===== config.mk =====
export PLATFORM = sky130hd
export DESIGN_NAME = dhcpv6_reply_option_parser
export DESIGN_NICKNAME = d
export VERILOG_FILES = /design/src/hdl/dhcp_pkg.sv /design/src/hdl/dhcp_datapath.sv /design/src/hdl/dhcp_ctrl.sv /design/src/hdl/dhcpv6_reply_option_parser.sv
export SDC_FILE = /design/constraint.sdc
export NUM_CORES = 1
export LEC_CHECK = 0
export BUFFER_PORTS_ARGS = -buffer_cell sky130_fd_sc_hd__buf_4
export CAP_MARGIN = 20
export CORE_UTILIZATION = 60
export CTS_CLUSTER_SIZE = 20
export DETAILED_ROUTE_END_ITERATION = 8
export GPL_TIMING_DRIVEN = 0
export PLACE_DENSITY = 0.79
export RECOVER_POWER = 100
export SLEW_MARGIN = 25
export SYNTH_ARGS = -nofsm -noshare
export SYNTH_HDL_FRONTEND = slang
export SYNTH_SLANG_ARGS = --single-unit

===== constraint.sdc =====
create_clock -name clk -period 35.4 [get_ports clk]
set_input_delay 0 -clock clk [delete_from_list [all_inputs] [get_ports clk]]
set_output_delay 0 -clock clk [all_outputs]
set_load 0.02 [all_outputs]

===== src/hdl/dhcp_pkg.sv =====
`default_nettype none
package dhcp_pkg;
	localparam int MAX_MESSAGE_BYTES = 2048;
	localparam int MAX_ADDRESSES = 4;
	localparam int POS_W = $clog2(MAX_MESSAGE_BYTES + 1);
	localparam int CNT_W = $clog2(MAX_ADDRESSES + 1);
	localparam int IDX_W = (MAX_ADDRESSES > 1) ? $clog2(MAX_ADDRESSES) : 1;
	localparam int SPAN_W = 11;
	localparam logic [SPAN_W-1:0] SPAN_MAX = '1;

	localparam logic [1:0] CFG_MODE = 2'd0;
	localparam logic [1:0] CFG_XID = 2'd1;
	localparam logic [1:0] CFG_MAC = 2'd2;
	localparam logic [1:0] CFG_TIME = 2'd3;

	localparam logic [15:0] OPT_CLIENTID = 16'd1;
	localparam logic [15:0] OPT_SERVERID = 16'd2;
	localparam logic [15:0] OPT_IA_NA = 16'd3;
	localparam logic [15:0] OPT_IAADDR = 16'd5;
	localparam logic [15:0] OPT_DNS = 16'd23;
	localparam logic [15:0] OPT_DOMAIN = 16'd24;

	localparam logic [7:0] MSG_ADVERTISE = 8'd2;
	localparam logic [7:0] MSG_REPLY = 8'd7;
	localparam logic [15:0] DUID_LEN = 16'd14;
	localparam logic [15:0] IANA_MIN = 16'd12;
	localparam logic [15:0] IAADDR_LEN = 16'd24;

	typedef struct packed {
		logic [7:0] msg_byte;
		logic last_byte;
	} in_req_t;

	typedef struct packed {
		logic accepted;
		logic is_address;
		logic [10:0] server_id_offset;
		logic [10:0] server_id_length;
		logic [10:0] dns_offset;
		logic [10:0] dns_length;
		logic [10:0] domain_offset;
		logic [10:0] domain_length;
		logic [63:0] address_high;
		logic [63:0] address_low;
		logic [63:0] lifetimes;
		logic last_of_run;
	} out_req_t;

	// controller -> datapath
	typedef struct packed {
		logic take_byte;   // parse the input byte
		logic load_out;    // load output register
		logic out_is_addr; // address item vs summary
		logic [IDX_W-1:0] addr_idx;
		logic out_last;
		logic clear;       // end of message
	} cmd_t;

	// datapath -> controller
	typedef struct packed {
		logic acc;
		logic [CNT_W-1:0] addr_count;
	} sts_t;
endpackage
`default_nettype wire


===== src/hdl/dhcp_datapath.sv =====
`default_nettype none
module dhcp_datapath (
	input wire logic clk,
	input wire logic arst_n,
	input wire logic cfg_we,
	input wire logic [1:0] cfg_index,
	input wire logic [47:0] cfg_data,
	input wire dhcp_pkg::in_req_t in_req,
	input wire dhcp_pkg::cmd_t cmd,
	output dhcp_pkg::sts_t sts,
	output dhcp_pkg::out_req_t out_q
);
	import dhcp_pkg::*;

	logic mode_q;
	logic [23:0] xid_q;
	logic [47:0] mac_q;
	logic [31:0] time_q;

	logic [POS_W-1:0] pos_q;
	logic hdr_ok_q, chk_ok_q;
	logic [2:0] ph_q;
	logic [15:0] code_q, len_q, seen_q;
	logic [63:0] shift_q;
	logic [SPAN_W-1:0] sid_off_q, sid_len_q, dns_off_q, dns_len_q, dom_off_q, dom_len_q;
	logic [2:0] sph_q;
	logic [15:0] scode_q, slen_q, sseen_q;
	logic [CNT_W-1:0] cnt_q;
	logic [63:0] mem_hi [MAX_ADDRESSES];
	logic [63:0] mem_lo [MAX_ADDRESSES];
	logic [63:0] mem_lt [MAX_ADDRESSES];

	logic [7:0] b;
	assign b = in_req.msg_byte;

	function automatic logic [7:0] mac_byte(input logic [47:0] m, input logic [2:0] j);
		logic [7:0] r;
		case (j)
			3'd0: r = m[47:40];
			3'd1: r = m[39:32];
			3'd2: r = m[31:24];
			3'd3: r = m[23:16];
			3'd4: r = m[15:8];
			default: r = m[7:0];
		endcase
		return r;
	endfunction

	function automatic logic [7:0] duid_byte(input logic [3:0] i, input logic [31:0] t,
			input logic [47:0] m);
		logic [7:0] r;
		case (i)
			4'd1, 4'd3: r = 8'd1;
			4'd0, 4'd2: r = 8'd0;
			4'd4: r = t[31:24];
			4'd5: r = t[23:16];
			4'd6: r = t[15:8];
			4'd7: r = t[7:0];
			default: r = mac_byte(m, 3'(i - 4'd8));
		endcase
		return r;
	endfunction

	function automatic logic [SPAN_W-1:0] sat(input logic [16:0] v);
		return (v > 17'(SPAN_MAX)) ? SPAN_MAX : v[SPAN_W-1:0];
	endfunction

	logic [15:0] full_len;
	logic [POS_W:0] pos_next;
	logic [4:0] k;
	logic [IDX_W-1:0] wi;
	assign full_len = {len_q[15:8], b};
	assign pos_next = {1'b0, pos_q} + (POS_W+1)'(1);
	assign k = 5'(sseen_q) + 5'd1;
	assign wi = cnt_q[IDX_W-1:0];

	// final checks folded in after the last byte
	logic fin_ok;
	logic acc_now;
	always_comb begin
		fin_ok = chk_ok_q;
		if (ph_q == 3'd4 && code_q == OPT_CLIENTID) fin_ok = 1'b0;
		if (ph_q == 3'd4 && code_q == OPT_IA_NA && seen_q < 16'd4) fin_ok = 1'b0;
	end
	assign acc_now = hdr_ok_q && fin_ok && (pos_q >= POS_W'(4));
	assign sts = '{acc: acc_now, addr_count: cnt_q};

	// summary request; spans only when the message passed
	out_req_t sum_d;
	always_comb begin
		sum_d = '0;
		sum_d.last_of_run = cmd.out_last;
		if (acc_now) begin
			sum_d.accepted = 1'b1;
			sum_d.server_id_offset = sid_off_q;
			sum_d.server_id_length = sid_len_q;
			sum_d.dns_offset = dns_off_q;
			sum_d.dns_length = dns_len_q;
			sum_d.domain_offset = dom_off_q;
			sum_d.domain_length = dom_len_q;
		end
	end

	always_ff @(posedge clk) begin
		if (cmd.take_byte && pos_q < POS_W'(MAX_MESSAGE_BYTES) && pos_q >= POS_W'(4)
				&& ph_q == 3'd4 && code_q == OPT_IA_NA && seen_q >= IANA_MIN
				&& sph_q == 3'd4 && scode_q == OPT_IAADDR && slen_q >= IAADDR_LEN
				&& sseen_q < IAADDR_LEN && cnt_q < CNT_W'(MAX_ADDRESSES)) begin
			if (k == 5'd8) mem_hi[wi] <= {shift_q[55:0], b};
			if (k == 5'd16) mem_lo[wi] <= {shift_q[55:0], b};
			if (k == 5'd24) mem_lt[wi] <= {shift_q[55:0], b};
		end
		if (cmd.load_out) begin
			if (cmd.out_is_addr) begin
				out_q <= '{accepted: 1'b1, is_address: 1'b1,
					address_high: mem_hi[cmd.addr_idx],
					address_low: mem_lo[cmd.addr_idx],
					lifetimes: mem_lt[cmd.addr_idx],
					last_of_run: cmd.out_last, default: '0};
			end else begin
				out_q <= sum_d;
			end
		end
	end

	always_ff @(posedge clk or negedge arst_n) begin
		if (!arst_n) begin
			mode_q <= 1'b0; xid_q <= '0; mac_q <= '0; time_q <= '0;
			pos_q <= '0; hdr_ok_q <= 1'b1; chk_ok_q <= 1'b1; ph_q <= '0;
			code_q <= '0; len_q <= '0; seen_q <= '0; shift_q <= '0;
			sid_off_q <= '0; sid_len_q <= '0; dns_off_q <= '0; dns_len_q <= '0;
			dom_off_q <= '0; dom_len_q <= '0;
			sph_q <= '0; scode_q <= '0; slen_q <= '0; sseen_q <= '0; cnt_q <= '0;
		end else begin
			if (cfg_we) begin
				case (cfg_index)
					CFG_MODE: mode_q <= cfg_data[0];
					CFG_XID: xid_q <= cfg_data[23:0];
					CFG_MAC: mac_q <= cfg_data;
					CFG_TIME: time_q <= cfg_data[31:0];
					default: ;
				endcase
			end
			if (cmd.clear) begin
				pos_q <= '0; hdr_ok_q <= 1'b1; chk_ok_q <= 1'b1; ph_q <= '0;
				code_q <= '0; len_q <= '0; seen_q <= '0; shift_q <= '0;
				sid_off_q <= '0; sid_len_q <= '0; dns_off_q <= '0; dns_len_q <= '0;
				dom_off_q <= '0; dom_len_q <= '0;
				sph_q <= '0; scode_q <= '0; slen_q <= '0; sseen_q <= '0; cnt_q <= '0;
			end else if (cmd.take_byte && pos_q < POS_W'(MAX_MESSAGE_BYTES)) begin
				pos_q <= pos_next[POS_W-1:0];
				if (pos_q == '0) begin
					if (b != (mode_q ? MSG_ADVERTISE : MSG_REPLY)) hdr_ok_q <= 1'b0;
				end else if (pos_q < POS_W'(4)) begin
					if (b != mac_byte({xid_q, 24'd0}, 3'(pos_q - POS_W'(1))))
						hdr_ok_q <= 1'b0;
				end else begin
					case (ph_q)
						3'd0: begin code_q <= {b, 8'd0}; ph_q <= 3'd1; end
						3'd1: begin code_q[7:0] <= b; ph_q <= 3'd2; end
						3'd2: begin len_q <= {b, 8'd0}; ph_q <= 3'd3; end
						3'd3: begin
							len_q <= full_len;
							seen_q <= '0;
							shift_q <= '0;
							ph_q <= (full_len != '0) ? 3'd4 : 3'd0;
							case (code_q)
								OPT_CLIENTID: if (full_len != DUID_LEN) chk_ok_q <= 1'b0;
								OPT_SERVERID: begin
									sid_off_q <= sat(17'(pos_next));
									sid_len_q <= sat({1'b0, full_len});
								end
								OPT_IA_NA: begin
									if (full_len < IANA_MIN) chk_ok_q <= 1'b0;
									cnt_q <= '0;
									sph_q <= '0; scode_q <= '0; slen_q <= '0; sseen_q <= '0;
								end
								OPT_DNS: begin
									dns_off_q <= sat(17'(pos_next));
									dns_len_q <= sat({1'b0, full_len});
								end
								OPT_DOMAIN: begin
									dom_off_q <= sat(17'(pos_next));
									dom_len_q <= sat({1'b0, full_len});
								end
								default: ;
							endcase
						end
						default: begin
							seen_q <= seen_q + 16'd1;
							if (seen_q + 16'd1 == len_q) ph_q <= 3'd0;
							if (code_q == OPT_CLIENTID) begin
								if (seen_q < DUID_LEN && b != duid_byte(seen_q[3:0], time_q, mac_q))
									chk_ok_q <= 1'b0;
							end else if (code_q == OPT_IA_NA) begin
								if (seen_q < 16'd4) begin
									if (b != mac_byte(mac_q, 3'(seen_q[1:0]) + 3'd2))
										chk_ok_q <= 1'b0;
								end else if (seen_q >= IANA_MIN) begin
									case (sph_q)
										3'd0: begin scode_q <= {b, 8'd0}; sph_q <= 3'd1; end
										3'd1: begin scode_q[7:0] <= b; sph_q <= 3'd2; end
										3'd2: begin slen_q <= {b, 8'd0}; sph_q <= 3'd3; end
										3'd3: begin
											slen_q <= {slen_q[15:8], b};
											sseen_q <= '0;
											shift_q <= '0;
											sph_q <= ({slen_q[15:8], b} != '0) ? 3'd4 : 3'd0;
										end
										default: begin
											if (scode_q == OPT_IAADDR && slen_q >= IAADDR_LEN
													&& sseen_q < IAADDR_LEN) begin
												shift_q <= {shift_q[55:0], b};
												if (cnt_q < CNT_W'(MAX_ADDRESSES) && k == 5'd24)
													cnt_q <= cnt_q + CNT_W'(1);
											end
											sseen_q <= sseen_q + 16'd1;
											if (sseen_q + 16'd1 == slen_q) sph_q <= 3'd0;
										end
									endcase
								end
							end
						end
					endcase
				end
			end
		end
	end

	logic unused;
	assign unused = ^{pos_next[POS_W], in_req.last_byte};
endmodule
`default_nettype wire


===== src/hdl/dhcp_ctrl.sv =====
`default_nettype none
module dhcp_ctrl (
	input wire logic clk,
	input wire logic arst_n,
	input wire logic in_valid,
	output logic in_ready,
	input wire logic in_last,
	input wire logic mode_adv,
	output logic out_valid,
	input wire logic out_ready,
	input wire dhcp_pkg::sts_t sts,
	output dhcp_pkg::cmd_t cmd
);
	import dhcp_pkg::*;

	typedef enum logic [1:0] {S_BYTES, S_SUM, S_ADDR} state_t;
	state_t state_q;
	logic [CNT_W-1:0] n_q, i_q;

	logic slot_free;
	assign slot_free = !out_valid || out_ready;
	assign in_ready = (state_q == S_BYTES);

	logic [CNT_W-1:0] n_now;
	assign n_now = (sts.acc && !mode_adv) ? sts.addr_count : '0;

	always_comb begin
		cmd = '0;
		cmd.take_byte = in_valid && in_ready;
		cmd.addr_idx = i_q[IDX_W-1:0];
		if (state_q == S_SUM && slot_free) begin
			cmd.load_out = 1'b1;
			cmd.out_last = (n_now == '0);
			cmd.clear = 1'b1;
		end else if (state_q == S_ADDR && slot_free) begin
			cmd.load_out = 1'b1;
			cmd.out_is_addr = 1'b1;
			cmd.out_last = (i_q + CNT_W'(1) == n_q);
		end
	end

	always_ff @(posedge clk or negedge arst_n) begin
		if (!arst_n) begin
			state_q <= S_BYTES; out_valid <= 1'b0; n_q <= '0; i_q <= '0;
		end else begin
			if (out_valid && out_ready) out_valid <= 1'b0;
			case (state_q)
				S_BYTES: if (cmd.take_byte && in_last) state_q <= S_SUM;
				S_SUM: if (slot_free) begin
					out_valid <= 1'b1;
					n_q <= n_now;
					i_q <= '0;
					state_q <= (n_now == '0) ? S_BYTES : S_ADDR;
				end
				S_ADDR: if (slot_free) begin
					out_valid <= 1'b1;
					i_q <= i_q + CNT_W'(1);
					if (i_q + CNT_W'(1) == n_q) state_q <= S_BYTES;
				end
				default: state_q <= S_BYTES;
			endcase
		end
	end
endmodule
`default_nettype wire


===== src/hdl/dhcpv6_reply_option_parser.sv =====
`default_nettype none
// DHCPv6 Advertise/Reply option parser.
// in: one message byte per request (msg_byte, last_byte), valid/ready.
//   Bytes are taken one per cycle while in_ready is high; the byte parser
//   is a single pass, updating all checks and option spans per byte.
// out: after the last byte one summary request, then in Reply mode with
//   an accepted message one request per buffered IAADDR (up to 4),
//   last_of_run marks the end. The summary is loaded from S_SUM once the
//   output register is free; each address request follows from S_ADDR.
// Input is held off while the result run is sent.
// cfg: cfg_we/cfg_index/cfg_data write registers 0..3 (mode, xid, MAC,
//   DUID time); write only while idle.
// Reset clears all message state and the cfg registers, but not the
//   address store or out_data (the store is read only once filled).
// A stalled receiver holds the output register; the run waits for it.
module dhcpv6_reply_option_parser (
	input wire logic clk,
	input wire logic arst_n,
	input wire logic cfg_we,
	input wire logic [1:0] cfg_index,
	input wire logic [47:0] cfg_data,
	input wire logic in_valid,
	output logic in_ready,
	input wire dhcp_pkg::in_req_t in_data,
	output logic out_valid,
	input wire logic out_ready,
	output dhcp_pkg::out_req_t out_data
);
	import dhcp_pkg::*;

	cmd_t cmd;
	sts_t sts;
	logic mode_q;

	// mirror of the mode register for run length
	always_ff @(posedge clk or negedge arst_n) begin
		if (!arst_n) mode_q <= 1'b0;
		else if (cfg_we && cfg_index == CFG_MODE) mode_q <= cfg_data[0];
	end

	dhcp_ctrl u_ctrl (
		.clk, .arst_n, .in_valid, .in_ready, .in_last(in_data.last_byte),
		.mode_adv(mode_q), .out_valid, .out_ready, .sts, .cmd
	);

	dhcp_datapath u_dp (
		.clk, .arst_n, .cfg_we, .cfg_index, .cfg_data, .in_req(in_data),
		.cmd, .sts, .out_q(out_data)
	);
endmodule
`default_nettype wire

# Yosys cells after proc, flatten, opt, wreduce, memory -nomap -nowiden
# Memories as Yosys holds them, arrays and structs flattened.
# Cells that the tools add are included.
dict set report totals {
  register_bits 617
  latch_bits 0
  ramBits 768
  mem_bits_ro 0
  input_bits 64
  output_inout_bits 263
  elab_cells 441
  n_memories 3
}
dict set report op_classes {
  n_addsub 9
  mul 0
  div 0
  magnitude_cmp 12
  n_eq_ne 64
  n_shift 0
  mux 206
  bitwise_logic 1
  reduce_logical 102
}
# name depth width read_ports rd_ports_with_merged_regs wr line
set mem_list {}
lappend mem_list {u_dp.mem_hi 4 64 1 0 1 dhcp_datapath.sv:29} ;# logic [63:0] mem_hi [MAX_ADDRESSES];
lappend mem_list {u_dp.mem_lo 4 64 1 0 1 dhcp_datapath.sv:30} ;# logic [63:0] mem_lo [MAX_ADDRESSES];
lappend mem_list {u_dp.mem_lt 4 64 1 0 1 dhcp_datapath.sv:31} ;# logic [63:0] mem_lt [MAX_ADDRESSES];
# cell n
set op_table {}
lappend op_table {{16-bit two-way mux} 37}
lappend op_table {{56-bit two-way mux} 9}
lappend op_table {{11-bit two-way mux} 38}
lappend op_table {{260-bit two-way mux} 1}
lappend op_table {{16-bit one-hot mux with 2 select lines} 7}
lappend op_table {{56-bit one-hot mux with 2 select lines} 2}
lappend op_table {{8-bit two-way mux} 20}
lappend op_table {{3-bit two-way mux} 32}
lappend op_table {{8-bit one-hot mux with 5 select lines} 2}
lappend op_table {{66-bit two-way mux} 1}
lappend op_table {{8-bit one-hot mux with 6 select lines} 1}
lappend op_table {{9-bit AND reduction} 5}
lappend op_table {{1-bit two-way mux} 37}
lappend op_table {{3-bit nonzero test} 11}
lappend op_table {{16-bit by 1-bit adder with 16-bit output (second input constant)} 2}
lappend op_table {{16-bit == test} 2}
lappend op_table {{16-bit by 2-bit == test with 1-bit output (second input constant)} 2}
lappend op_table {{16-bit by 5-bit == test with 1-bit output (second input constant)} 2}
lappend op_table {{16-bit by 4-bit less-than comparator with 1-bit output (second input constant)} 2}
lappend op_table {{8-bit inequality test} 4}
lappend op_table {{8-bit one-hot mux with 2 select lines} 2}
lappend op_table {{16-bit nonzero test} 2}
lappend op_table {{10-bit AND reduction} 3}
lappend op_table {{4-bit AND reduction} 7}
lappend op_table {{61 further kinds} 163}

# Longest topological paths before layout
dict set report logic_depth {
  depth_word 21
  mapped_depth 13
}

# Cells and area by module
# A second synthesis with hierarchy kept.
dict set report unflattened {
  cells_unflattened 3346
  hier_area_um2 55304.3
}
# module n_inst cells_per_inst area_per_inst_um2 seq_area_each_um2
set modules_own_cells {}
lappend modules_own_cells {dhcp_datapath 1 3278 54667.4 39560.4}
lappend modules_own_cells {dhcp_ctrl 1 65 584.3 225.2}
lappend modules_own_cells {dhcpv6_reply_option_parser 1 3 52.6 25.0}

# Least setup slack after synthesis
# No wires, ideal clock.
dict set report synth_path {
  path_type {register to register}
  from {register u_ctrl.state_q[0]}
  to {register u_dp.out_q[0] (netlist bit) (enable)}
  t_arrival_ns 11.584
  t_required_ns 34.512
  slack_ns 22.928
  path_stages_with_launch 5
  path_buffers 0
  period_less_slack_ns 12.472
  path_cell_list {dfrtp_1 -> inv_1 -> ha_1 -> nor2_1 -> nor2_1}
}
# element line
set synth_rtl {}
lappend synth_rtl {{start: declaration} dhcp_ctrl.sv:17} ;# state_t state_q;
lappend synth_rtl {{start signal: assignment} dhcp_ctrl.sv:53} ;# state_q <= (n_now == '0) ? S_BYTES : S_ADDR;
lappend synth_rtl {{end signal: assignment} dhcp_datapath.sv:115} ;# out_q <= '{accepted: 1'b1, is_address: 1'b1,
lappend synth_rtl {{end signal: assignment} dhcp_datapath.sv:121} ;# out_q <= sum_d;
lappend synth_rtl {{end: declaration} dhcp_datapath.sv:11} ;# output dhcp_pkg::out_req_t out_q

==> impl_results.rst <==
.. list-table::
   :header-rows: 1

   * - Metric
     - Value
   * - Clock network latency to the later pin of the worst-skew pair
     - 0.77 ns
   * - Area taken by flip-flops and latches
     - roughly 0.040 sq mm
   * - Total placed cells including tap cells
     - 4908
   * - Worst setup EP type
     - asynchronous set/reset pin
   * - Dominant cell type by count on the critical path
     - sky130_fd_sc_hd__clkbuf_1
   * - Vias after detailed routing
     - 34110
   * - Worst setup path class
     - primary input to asynchronous set/reset pin
   * - Clock slew seen by the registers of the worst setup and hold paths
     - around 0.060 ns
   * - Data required time at the worst endpoint
     - 35.38 ns
   * - Post-Route WL
     - approximately 150000 um
   * - Nets in the synthesized netlist
     - 3433
   * - Rows
     - 110
   * - Max Clock Freq
     - between 90 and 100 MHz
   * - Kind of launch point of the worst setup path
     - primary input
   * - Max-slew headroom at the worst pin
     - -1.969
   * - Post-Synth Simple-Gate Area
     - 0.07811
   * - Xor/xnor share of the synthesized area
     - 0.01243
   * - Main synth FF type
     - sky130_fd_sc_hd__edfxtp_1
   * - Die extent in y
     - 304.7 um
   * - Wire length of the first global-routing pass
     - around 220000 um
   * - Worst-case setup slack after placement
     - a little over 30 ns
   * - Minimum setup slack in the final design
     - approximately 25 ns
   * - Yosys warning total
     - 0
   * - Synthesized area per cell
     - 16.42 sq um
   * - Maximum count of clock buffers along a single path
     - 3
   * - Setup violators final
     - 0
   * - Worst-path cell with the longest stage delay
     - sky130_fd_sc_hd__clkbuf_1
   * - Skew final
     - about 0.063 ns
   * - Drt drc
     - 0
   * - Synth Cell Area
     - 0.05496 sq mm
   * - Cell at the root of the clock tree
     - sky130_fd_sc_hd__clkbuf_16
   * - Total number of nets in the final design
     - 4029
   * - Most common cell in the netlist
     - sky130_fd_sc_hd__edfxtp_1
   * - I/O Pins
     - 327
   * - Transition time at the pin with the least slew margin
     - between 4 and 5 ns
   * - Initial core utilization
     - 0.6078
   * - Routed wire length per instance
     - 29.38 um
   * - Worst-case reg-to-reg path depth
     - 11
   * - Post-synthesis mux area share
     - 0.1073
   * - Post-synthesis cell type with the largest combined area
     - sky130_fd_sc_hd__edfxtp_1
   * - Total of fill cells in the finished design
     - 5732
   * - Total clock buffers created by CTS
     - 137
   * - Number of sinks on the clock net
     - 1384
   * - Critical Path, Cell by Cell
     - dlygate4sd3_1, dlygate4sd3_1, clkbuf_1, clkbuf_1, clkbuf_1, clkbuf_1
   * - Peak supply drop
     - approximately 0.051 mV
   * - Post-synthesis instance total
     - 3348
   * - Largest net degree at the start of global routing
     - 85
   * - Number of synthesized flops with an enable pin
     - 1029
   * - Antenna violations before repair
     - 10
   * - Internal reg-to-reg setup slack
     - approximately 28 ns
   * - Biggest fanout along the worst timing path
     - 84
   * - Data arrival, critical path
     - 10.66 ns
   * - Leak
     - 21.62 nW
   * - Run status
     - complete, but fails checks
   * - Yosys top cell area share
     - 0.5622
   * - First drt pass iteration count
     - 6
   * - Multi-input gate area in the final layout
     - 0.01409 sq mm
   * - Final Core Density
     - 0.6995
   * - Final weighted congestion in routability-driven placement
     - 0.9404
   * - Worst stage delay on the critical path
     - between 3 and 4 ns
   * - Die Outline Area
     - 0.09282 sq mm
   * - Violation count after the first detailed-routing iteration
     - about 4500
   * - Post-synth ARST share
     - 0.2565
   * - Proportion of layout cells with a drive suffix above 1
     - 0.1482
   * - Fraction of the mapped netlist area in compound gates
     - 0.05525
   * - Number of hold-slack violations in the final timing report
     - 0
   * - Vias in the first global route
     - between 30000 and 40000
   * - Worst min path class
     - primary input to flop
   * - Sequential area share after synthesis
     - 0.7239
   * - Die width
     - just over 300 um
   * - Hold path startpoint
     - cfg_data[31]
   * - Leading post-synthesis cells by instance count
     - sky130_fd_sc_hd__edfxtp_1 (1029), sky130_fd_sc_hd__dfrtp_1 (353), sky130_fd_sc_hd__nand2_1 (273), sky130_fd_sc_hd__and2_1 (269), sky130_fd_sc_hd__mux4_2 (192)
   * - Adder-cell area share of the yosys netlist
     - 0.004781
   * - Global routing usage summed across all routing layers
     - 0.3325
   * - Grt total ovfl
     - 0
   * - Final instance count without filler cells
     - roughly 5200
   * - Unrepaired setup endpoints after global routing
     - no
   * - Power Dens Cells
     - roughly 70 mW/mm^2
   * - Half-perimeter wire length after detailed placement
     - 95560 um
   * - I/O Buffers
     - around 330
   * - Endpoint, Worst Hold
     - u_dp.mac_q[31]
   * - CTS tree
     - built
   * - Synth-to-layout area growth
     - 15.08%
   * - Cells taking the most area after synthesis
     - sky130_fd_sc_hd__edfxtp_1 (56%), sky130_fd_sc_hd__dfrtp_1 (16%), sky130_fd_sc_hd__mux4_2 (7.9%), sky130_fd_sc_hd__and2_1 (3.1%), sky130_fd_sc_hd__mux2_2 (2.4%)
   * - Cells on Worst Hold Path
     - 3
   * - Standard cell core area
     - about 0.09 sq mm
   * - Number of max-capacitance violations reported
     - 17
   * - Number of unique standard cell types used by synthesis
     - 82
   * - Combinational family with the most area after synthesis
     - multiplexers
   * - Critical register-to-register path startpoint
     - u_ctrl.state_q[0]
   * - Crit share post-route
     - 0.3017
   * - Via-to-Cell Ratio
     - 6.518
   * - Setup Total Neg Slack
     - 0 ns
   * - Pins over their slew limit
     - about 560
   * - Final critical-path required period
     - 10.68 ns
   * - Reg2reg end
     - u_dp.mem_lo[0][30]
   * - Synthesis-stage register bit count
     - 1384
   * - Post-detailed-route count of antenna-violating nets
     - 0
   * - Failing checks
     - capacitance limit, slew limit
   * - CTS HTree Levels
     - 4
## where the power goes
| group | internal [mW] | total [mW] | switching, mW |
|---|---|---|---|
| logic | 0.176 | 0.690 | 0.514 |
| clock network | 0.871 | 1.51 | 0.636 |
| registers | 2.05 | 2.26 | 0.210 |
| total | 3.09 | 4.45 | 1.36 |
## worst max-delay path, delay by kind of cell
family | cells | cell delay, ns
buffers and inverters | 6 | 10.51
## cell families after synthesis
kind of cell / after synthesis
AO/OA/AOI/OAI: 469
XOR/XNOR: 78
adder cells (fa/ha/maj): 21
buffers and inverters: 237
flip-flops: 1384
multiplexers: 333
AND/OR/NAND/NOR: 826
## what timing repair did
| action | in CTS | in global routing |
|---|---|---|
| hold buffers | 72 | 0 |
| setup endpoints to repair | 0 | 0 |
| setup buffers | 0 | 0 |
| resized for setup | 0 | 0 |
| endpoints found under the hold margin | 432 | 0 |
## registers in the layout, indices dropped and copies added, names as in the netlist, 24 cells and up
name          flops
u_dp.mem_lo     256
u_dp.mem_lt     256
u_dp.time_q      32
u_dp.xid_q       24
u_dp.mac_q       48
u_dp.shift_q     56
u_dp.out_q      261
u_dp.mem_hi     256
## how the worst max path moves through the flow
stage                                  from            endpoint  slack, ns  cells after the start
after floorplan           u_ctrl.state_q[0]       u_dp.out_q[0]      22.93                      4
after global placement    u_ctrl.state_q[0]     u_dp.out_q[155]      18.01                      4
after detailed placement  u_ctrl.state_q[0]  u_dp.mem_lo[0][33]      30.61                     11
after CTS                 u_ctrl.state_q[0]  u_dp.mem_lo[0][33]      30.49                     11
after global routing                 arst_n   u_dp.dom_off_q[3]      22.71                      6
final                                arst_n   u_dp.dom_off_q[3]      24.72                      6
## stage by stage
step | hold WS (ns) | area [sq um] | power [mW]
detailed placement | -0.01543 | 60440 | 3.053
global route | 0.02948 | 63250 | 4.579
CTS | 0.0001313 | 65790 | 4.565
global placement | 0.2343 | 58880 | 3.056
finish | 0.03361 | 63250 | 4.453
floorplan | -0.2956 | 54960 | 2.679
## routing by layer
metal  GRT usage  routed length (um)
met1      0.4234               54790
met2      0.5553               76530
met3     0.06098               14550
met4      0.1617                7837
met5           0                  29
## cells in the final DEF (no fill, tap or decap), types with 103 or more instances in the layout
master / Yosys / final
sky130_fd_sc_hd__nand2_1: 273 / 273
sky130_fd_sc_hd__dfrtp_1: 353 / 353
sky130_fd_sc_hd__mux4_2: 192 / 192
sky130_fd_sc_hd__clkbuf_1: 119 / 530
sky130_fd_sc_hd__and2_1: 269 / 103
sky130_fd_sc_hd__edfxtp_1: 1029 / 1029
sky130_fd_sc_hd__o21ai_0: 148 / 219
sky130_fd_sc_hd__clkbuf_16: 0 / 139
sky130_fd_sc_hd__mux2_2: 119 / 118
sky130_fd_sc_hd__and2_0: 0 / 166
## cell type report
type | instances | share of cell area
sequential | 1384 | 0.6290
antenna | 1 | 0.00003956
inverter | 40 | 0.002374
clock buffer | 176 | 0.05798
clock inverter | 75 | 0.01501
tap | 1176 | 0.02326
timing repair buffer | 457 | 0.03735
multi-input combinational | 1727 | 0.2227
buffer | 197 | 0.01228
No activity file was read; power rests on OpenSTA's default activity.
